--- src/rtl/dots_pkg.sv ---
package dots_pkg;

  localparam int AGENT_W = 8;
  localparam int DELAY_W = 16;
  localparam int CMD_W   = 2;
  localparam int STAT_W  = 2;
  localparam int OCC_W   = 7;

  localparam logic [CMD_W-1:0] CMD_REGISTER   = 2'd0;
  localparam logic [CMD_W-1:0] CMD_REMOVE     = 2'd1;
  localparam logic [CMD_W-1:0] CMD_RESCHEDULE = 2'd2;
  localparam logic [CMD_W-1:0] CMD_POP        = 2'd3;

  localparam logic [STAT_W-1:0] ST_OK     = 2'd0;
  localparam logic [STAT_W-1:0] ST_EMPTY  = 2'd1;
  localparam logic [STAT_W-1:0] ST_FULL   = 2'd2;
  localparam logic [STAT_W-1:0] ST_ABSENT = 2'd3;

  typedef struct packed {
    logic [CMD_W-1:0]   cmd;
    logic [AGENT_W-1:0] agent;
    logic [DELAY_W-1:0] delay;
  } cmd_word_t;

  typedef struct packed {
    logic [AGENT_W-1:0] due_agent;
    logic [DELAY_W-1:0] elapsed;
    logic [STAT_W-1:0]  status;
    logic [OCC_W-1:0]   occupancy;
  } res_word_t;

  // Commands from the controller to the datapath.
  typedef struct packed {
    logic              load;
    logic              append;
    logic              match;
    logic              find;
    logic              compare;
    logic              insert;
    logic              pop_sel;
    logic              pop_sub;
    logic              set_status;
    logic [STAT_W-1:0] status;
    logic              emit;
  } dp_ctl_t;

  // Status from the datapath back to the controller.
  typedef struct packed {
    logic [CMD_W-1:0] cmd;
    logic             found;
    logic             full;
    logic             empty;
  } dp_stat_t;

endpackage

--- src/rtl/dots_ctrl.sv ---
module dots_ctrl import dots_pkg::*; (
  input  logic             clk,
  input  logic             rst,
  input  logic             cmd_valid,
  input  logic [CMD_W-1:0] cmd_code,
  output logic             cmd_ready,
  output logic             res_valid,
  input  logic             res_ready,
  input  dp_stat_t         stat,
  output dp_ctl_t          ctl
);

  localparam logic [3:0] S_IDLE  = 4'd0;
  localparam logic [3:0] S_APP   = 4'd1;
  localparam logic [3:0] S_MATCH = 4'd2;
  localparam logic [3:0] S_FIND  = 4'd3;
  localparam logic [3:0] S_CMP   = 4'd4;
  localparam logic [3:0] S_INS   = 4'd5;
  localparam logic [3:0] S_PSEL  = 4'd6;
  localparam logic [3:0] S_PSUB  = 4'd7;
  localparam logic [3:0] S_DONE  = 4'd8;

  logic [3:0] state;
  logic [3:0] state_next;
  logic       res_valid_next;

  assign cmd_ready = state == S_IDLE;

  always_comb begin
    state_next     = state;
    ctl            = '0;
    ctl.status     = ST_OK;
    res_valid_next = res_valid && !res_ready;
    unique case (state)
      S_IDLE: begin
        if (cmd_valid) begin
          ctl.load = 1'b1;
          unique case (cmd_code) inside
            CMD_REGISTER:                state_next = S_APP;
            CMD_REMOVE, CMD_RESCHEDULE:  state_next = S_MATCH;
            CMD_POP:                     state_next = S_PSEL;
            default:                     state_next = S_IDLE;
          endcase
        end
      end
      S_APP: begin
        if (stat.full) begin
          ctl.set_status = 1'b1;
          ctl.status     = ST_FULL;
        end else begin
          ctl.append = 1'b1;
        end
        state_next = S_DONE;
      end
      S_MATCH: begin
        ctl.match  = 1'b1;
        state_next = S_FIND;
      end
      S_FIND: begin
        ctl.find = 1'b1;
        if (stat.cmd == CMD_REMOVE) begin
          if (!stat.found) begin
            ctl.set_status = 1'b1;
            ctl.status     = ST_ABSENT;
          end
          state_next = S_DONE;
        end else begin
          state_next = S_CMP;
        end
      end
      S_CMP: begin
        if (stat.full) begin
          ctl.set_status = 1'b1;
          ctl.status     = ST_FULL;
          state_next     = S_DONE;
        end else begin
          ctl.compare = 1'b1;
          state_next  = S_INS;
        end
      end
      S_INS: begin
        ctl.insert = 1'b1;
        state_next = S_DONE;
      end
      S_PSEL: begin
        if (stat.empty) begin
          ctl.set_status = 1'b1;
          ctl.status     = ST_EMPTY;
          state_next     = S_DONE;
        end else begin
          ctl.pop_sel = 1'b1;
          state_next  = S_PSUB;
        end
      end
      S_PSUB: begin
        ctl.pop_sub = 1'b1;
        state_next  = S_DONE;
      end
      S_DONE: begin
        // The result register is refilled once its previous word has gone.
        if (!res_valid || res_ready) begin
          ctl.emit       = 1'b1;
          res_valid_next = 1'b1;
          state_next     = S_IDLE;
        end
      end
      default: state_next = S_IDLE;
    endcase
  end

  always_ff @(posedge clk) begin
    if (rst) begin
      state     <= S_IDLE;
      res_valid <= 1'b0;
    end else begin
      state     <= state_next;
      res_valid <= res_valid_next;
    end
  end

endmodule

--- config.mk ---
export PLATFORM = sky130hd
export DESIGN_NAME = dots_ctrl
export DESIGN_NICKNAME = d
export VERILOG_FILES = /design/src/rtl/dots_pkg.sv /design/src/rtl/dots_ctrl.sv
export SDC_FILE = /design/constraint.sdc
export NUM_CORES = 1
export LEC_CHECK = 0
export BUFFER_PORTS_ARGS = -buffer_cell sky130_fd_sc_hd__clkbuf_2
export CORE_AREA = 2 2 39 41
export DETAILED_ROUTE_END_ITERATION = 8
export DIE_AREA = 0 0 41 43
export SKIP_LAST_GASP = 1
export SLEW_MARGIN = 20
export SYNTH_ARGS = -nofsm -noshare
export SYNTH_HDL_FRONTEND = slang
export SYNTH_SLANG_ARGS = --single-unit
export TNS_END_PERCENT = 5
--- constraint.sdc ---
create_clock -name clk -period 1.7 [get_ports clk]
set_clock_uncertainty 0.2 [all_clocks]
set_input_delay 0.34 -clock clk [delete_from_list [all_inputs] [get_ports clk]]
set_output_delay 0.34 -clock clk [all_outputs]
set_load 0.01 [all_outputs]
### After elaboration in Yosys (flattened, before gate mapping)

Cells that the tools add are included.
Widths: inputs -> output; s select.

| word-level totals | value |
|---|---|
| bits in registers | 5 |
| latch bits | 0 |
| bits in writable memories | 0 |
| bits in read-only memories | 0 |
| bits of input ports | 11 |
| logic and storage cells | 53 |
| memories kept | 0 |

| operators by class | value |
|---|---|
| $add $sub $neg | 0 |
| $mul | 0 |
| div/mod/pow operators | 0 |
| order comparisons | 0 |
| eq/ne operators | 14 |
| shifts and indexed selects | 0 |
| multiplexer cells | 27 |
| bitwise gates (word level) | 0 |
| reductions and logical operators | 10 |

Operator list:

| cell | number |
|---|---|
| $pmux 4 s7 | 1 |
| $mux 4 | 5 |
| $pmux 3 s3 | 2 |
| $eq 4x3->1 const B | 4 |
| $mux 1 | 15 |
| $mux 3 | 4 |
| $eq 4x2->1 const B | 2 |
| $eq 2x1->1 const B | 2 |
| $eq 2x2->1 const B | 2 |
| $eq 4x1->1 const B | 1 |
| $eq 4x4->1 const B | 1 |
| $logic_not 4->1 | 1 |
| $ne 2x2->1 const B | 2 |
| $reduce_or 2->1 | 2 |
| $reduce_or 3->1 | 1 |
| $logic_not 1->1 | 2 |
| $logic_not 2->1 | 1 |
| $reduce_and 2->1 | 1 |
| $logic_and 1x1->1 | 1 |
| $logic_or 1x1->1 | 1 |

### Logic depth before layout (Yosys ltp)

| depth | value |
|---|---|
| word-level depth | 5 |
| depth in mapped cells | 4 |

### Least setup slack after synthesis

No wires, ideal clock.

| path | value |
|---|---|
| path kind | reg-to-output |
| start | reg state[2] |
| end | out ctl[1] (netlist name) |
| data arrival time | 1196 ps |
| data required time | 1160 ps |
| path slack | -36 ps |
| stages on the path, launching flop included | 5 |
| path buffers | 1 |
| path through | dfxtp_1 -> buf_2 -> and4bb_2 -> nand2_1 -> o21ai_0 |

RTL lines:

| item | RTL line | RTL |
|---|---|---|
| start: declaration | dots_ctrl.sv:23 | `logic [3:0] state;` |
| start signal: assignment | dots_ctrl.sv:116 | `state <= state_next;` |
| end: declaration | dots_ctrl.sv:10 | `output dp_ctl_t ctl` |

==> results_dict.tcl <==
set metrics [dict create \
    slowest_delay_ns 0.52 \
    hpwl_um 892 \
    synth_top_area_share 0.237 \
    yosys_register_bits 5 \
    synth_top_family_by_area "simple AND/OR/NAND/NOR gates" \
    final_cell_mix "clkbuf_2 (23), buf_4 (10), nand2b_1 (5)" \
    clk_pin_slew_ns 0.04 \
    die_h_um 43 \
    antenna_cells 0 \
    synthMuxAreaShare 0 \
    syn_area_um2 423 \
    min_period_ns 1.89 \
    cellLeakagePower_nw 0.322 \
    slew_viol_final 0 \
    grt_pass1_wl_um 1880 \
    start_kind "flop" \
    max_freq_mhz 528 \
    port_buffers 24 \
    rsz0062_at_grt "yes" \
    worstSetupPathDepth 3 \
    max-vdd-ir-drop_v 0.000478 \
    overflow 0 \
    required_ns 1.16 \
    via_count 529 \
    tightestPinTransition_ns 0.367 \
    endpoint "ctl[0]" \
    path_delay_family "simple AND/OR/NAND/NOR gates" \
    via_per_inst 4.99 \
    ys_warn_count 0 \
    yosysTopAreaCell "dfxtp_1" \
    holdWs_ns 0.126 \
    hold_violations 0 \
    path_buf_inv 1 \
    clock_path_buffers 2 \
    cp-end-kind "output pin" \
    cp_slowest_cell "or4b_4" \
    postLayoutSetupSlackWorst_ns -0.194 \
    synth.distinct_cells 30 \
    cts_made_buffers 3 \
    timing.final.crit_share 1.11 \
    p_total_w 0.000689 \
    h-tree-depth 1 \
    drc_errors 0 \
    hold_path.class "input pin to flop" \
    wl_um 1170 \
    dieArea_um2 1760 \
    cp-startpoint "state[0]" \
    grt_pass1_vias 459 \
    rr_endpoint "state[3]" \
    grt_start_max_net_pins 8 \
    start_util 0.306 \
    r2r_slack_ns 0.13 \
    synth_area_per_cell_um2 7.69 \
    violations "negative setup slack" \
    r2r_cells 3 \
    synth_adder_area_share 0 \
    synthSimpleGateAreaFrac 0.444 \
    outcome "finished with violations" \
    setup_tns_ns -1.11 \
    gp_congestion 0.707 \
    nets 102 \
    wl_per_cell_um 11.0 \
    layout_commonest_cell "clkbuf_2" \
    power_density_nw_per_um2 1010 \
    die_w_um 41 \
    crit_type "flop to output pin" \
    worstPathArrival_ns 1.35 \
    clkSinkCount 5 \
    initialDrtViolationCount 6 \
    io_pins 25 \
    maxCapViolCount 0 \
    ys_top_cells_by_area "dfxtp_1 (24%), nand2b_1 (7.4%), nor2b_1 (7.4%), buf_2 (4.7%), nand2_1 (3.6%)" \
    grtUsageTotal 0.158 \
    clock_latency_ns 0.24 \
    core-area_um2 1380 \
    synth_seq_area_share 0.237 \
    synthCells 55 \
    max_slew_margin 0.752 \
    syn_to_final_growth_pct 61.5 \
    drive_gt1_frac 0.544 \
    syn-num-nets 66 \
    worstPathCellList "or4b_4 > nor2b_1 > buf_2" \
    drt-pass1-iter-count 4 \
    setup_viol 10 \
    antenna_left 0 \
    cts-root-buf "clkbuf_4" \
    synth_xor_xnor_area_share 0.0207 \
    worst-path-max-fanout 5 \
    timing.rr.start "state[0]" \
    antenna_found_initial 0 \
    row_count 14 \
    synth_compound_area_frac 0.243 \
    cts_tree "built" \
    holdBufCountCts 0 \
    utilization 0.494 \
]
==> Yosys cell counts <==
cell type  count
dfxtp_1        5
nand2b_1       5
nor2b_1        5
buf_2          4
nand2_1        4
nor2_1         3
a21oi_1        2
a31oi_1        2
nand3_1        2
nor3_1         2
o21ai_0        2
a2111o_1       1
a211o_1        1
a311o_1        1
a32oi_1        1
and2_1         1
and3_1         1
and4bb_2       1
inv_1          1
nand3b_1       1
nor4_1         1
nor4_2         1
o211ai_1       1
o221ai_1       1
o22ai_1        1
o41ai_1        1
or3_1          1
or4_1          1
or4b_4         1
xor2_1         1
==> layout make-up <==
cell class                 count  area (um^2)
tap                           16         20.0
fill                         140          701
timing repair buffer          35          206
multi-input combinational     45          319
clock buffer                   4         26.3
sequential                     5          108
inverter                       1         3.75
==> routing by layer <==
metal	track usage	up-vias	wire [um]
li1	-	279	-
met1	0.213	235	526
met2	0.228	15	583
met3	0.0314	0	58
met4	0.0800	0	0
met5	0	-	0
==> worst min-delay path by stage <==
stage               startpoint        end  slack, ns  cells past startpoint
detailed placement   res_valid  res_valid       0.32                      2
CTS                        rst  res_valid       0.12                      2
finish                     rst  res_valid       0.13                      2
global route               rst  res_valid       0.14                      2
global placement     res_valid  res_valid       0.29                      2
floorplan                  rst  res_valid       0.21                      1
==> where the power goes <==
group / leakage (nW) / switching (W) / internal [W] / total [W]
clock network: 0.0150 / 0.0000456 / 0.0000886 / 0.000134
registers: 0.0428 / 0.0000255 / 0.000145 / 0.000171
logic: 0.264 / 0.000186 / 0.000198 / 0.000385
==> per-stage QoR <==
step                cell area [um^2]  worst slack [ns]  std cells
floorplan                        423           -0.0254         55
global placement                 618           0.00386        101
detailed placement               618            0.0118        101
CTS                              659            -0.211        105
global route                     683            -0.269        106
finish                           683            -0.194        106
==> state kept, by name, summed over array words and instances (netlist names) <==
name,count
state,4
res_valid,1
==> what timing repair did <==
action,4_1_cts,5_1_grt
setup endpoints to repair,11,13
gates resized for setup,4,8
buffers inserted,0,1
==> logic make-up (layout without fill, tap and decap cells) <==
family	count (synthesis)	after routing
AO/OA/AOI/OAI	14	14
XOR/XNOR	1	1
buffers and inverters	5	40
flip-flops	5	5
AND/OR/NAND/NOR	30	30
(Power assumes the default switching activity.)
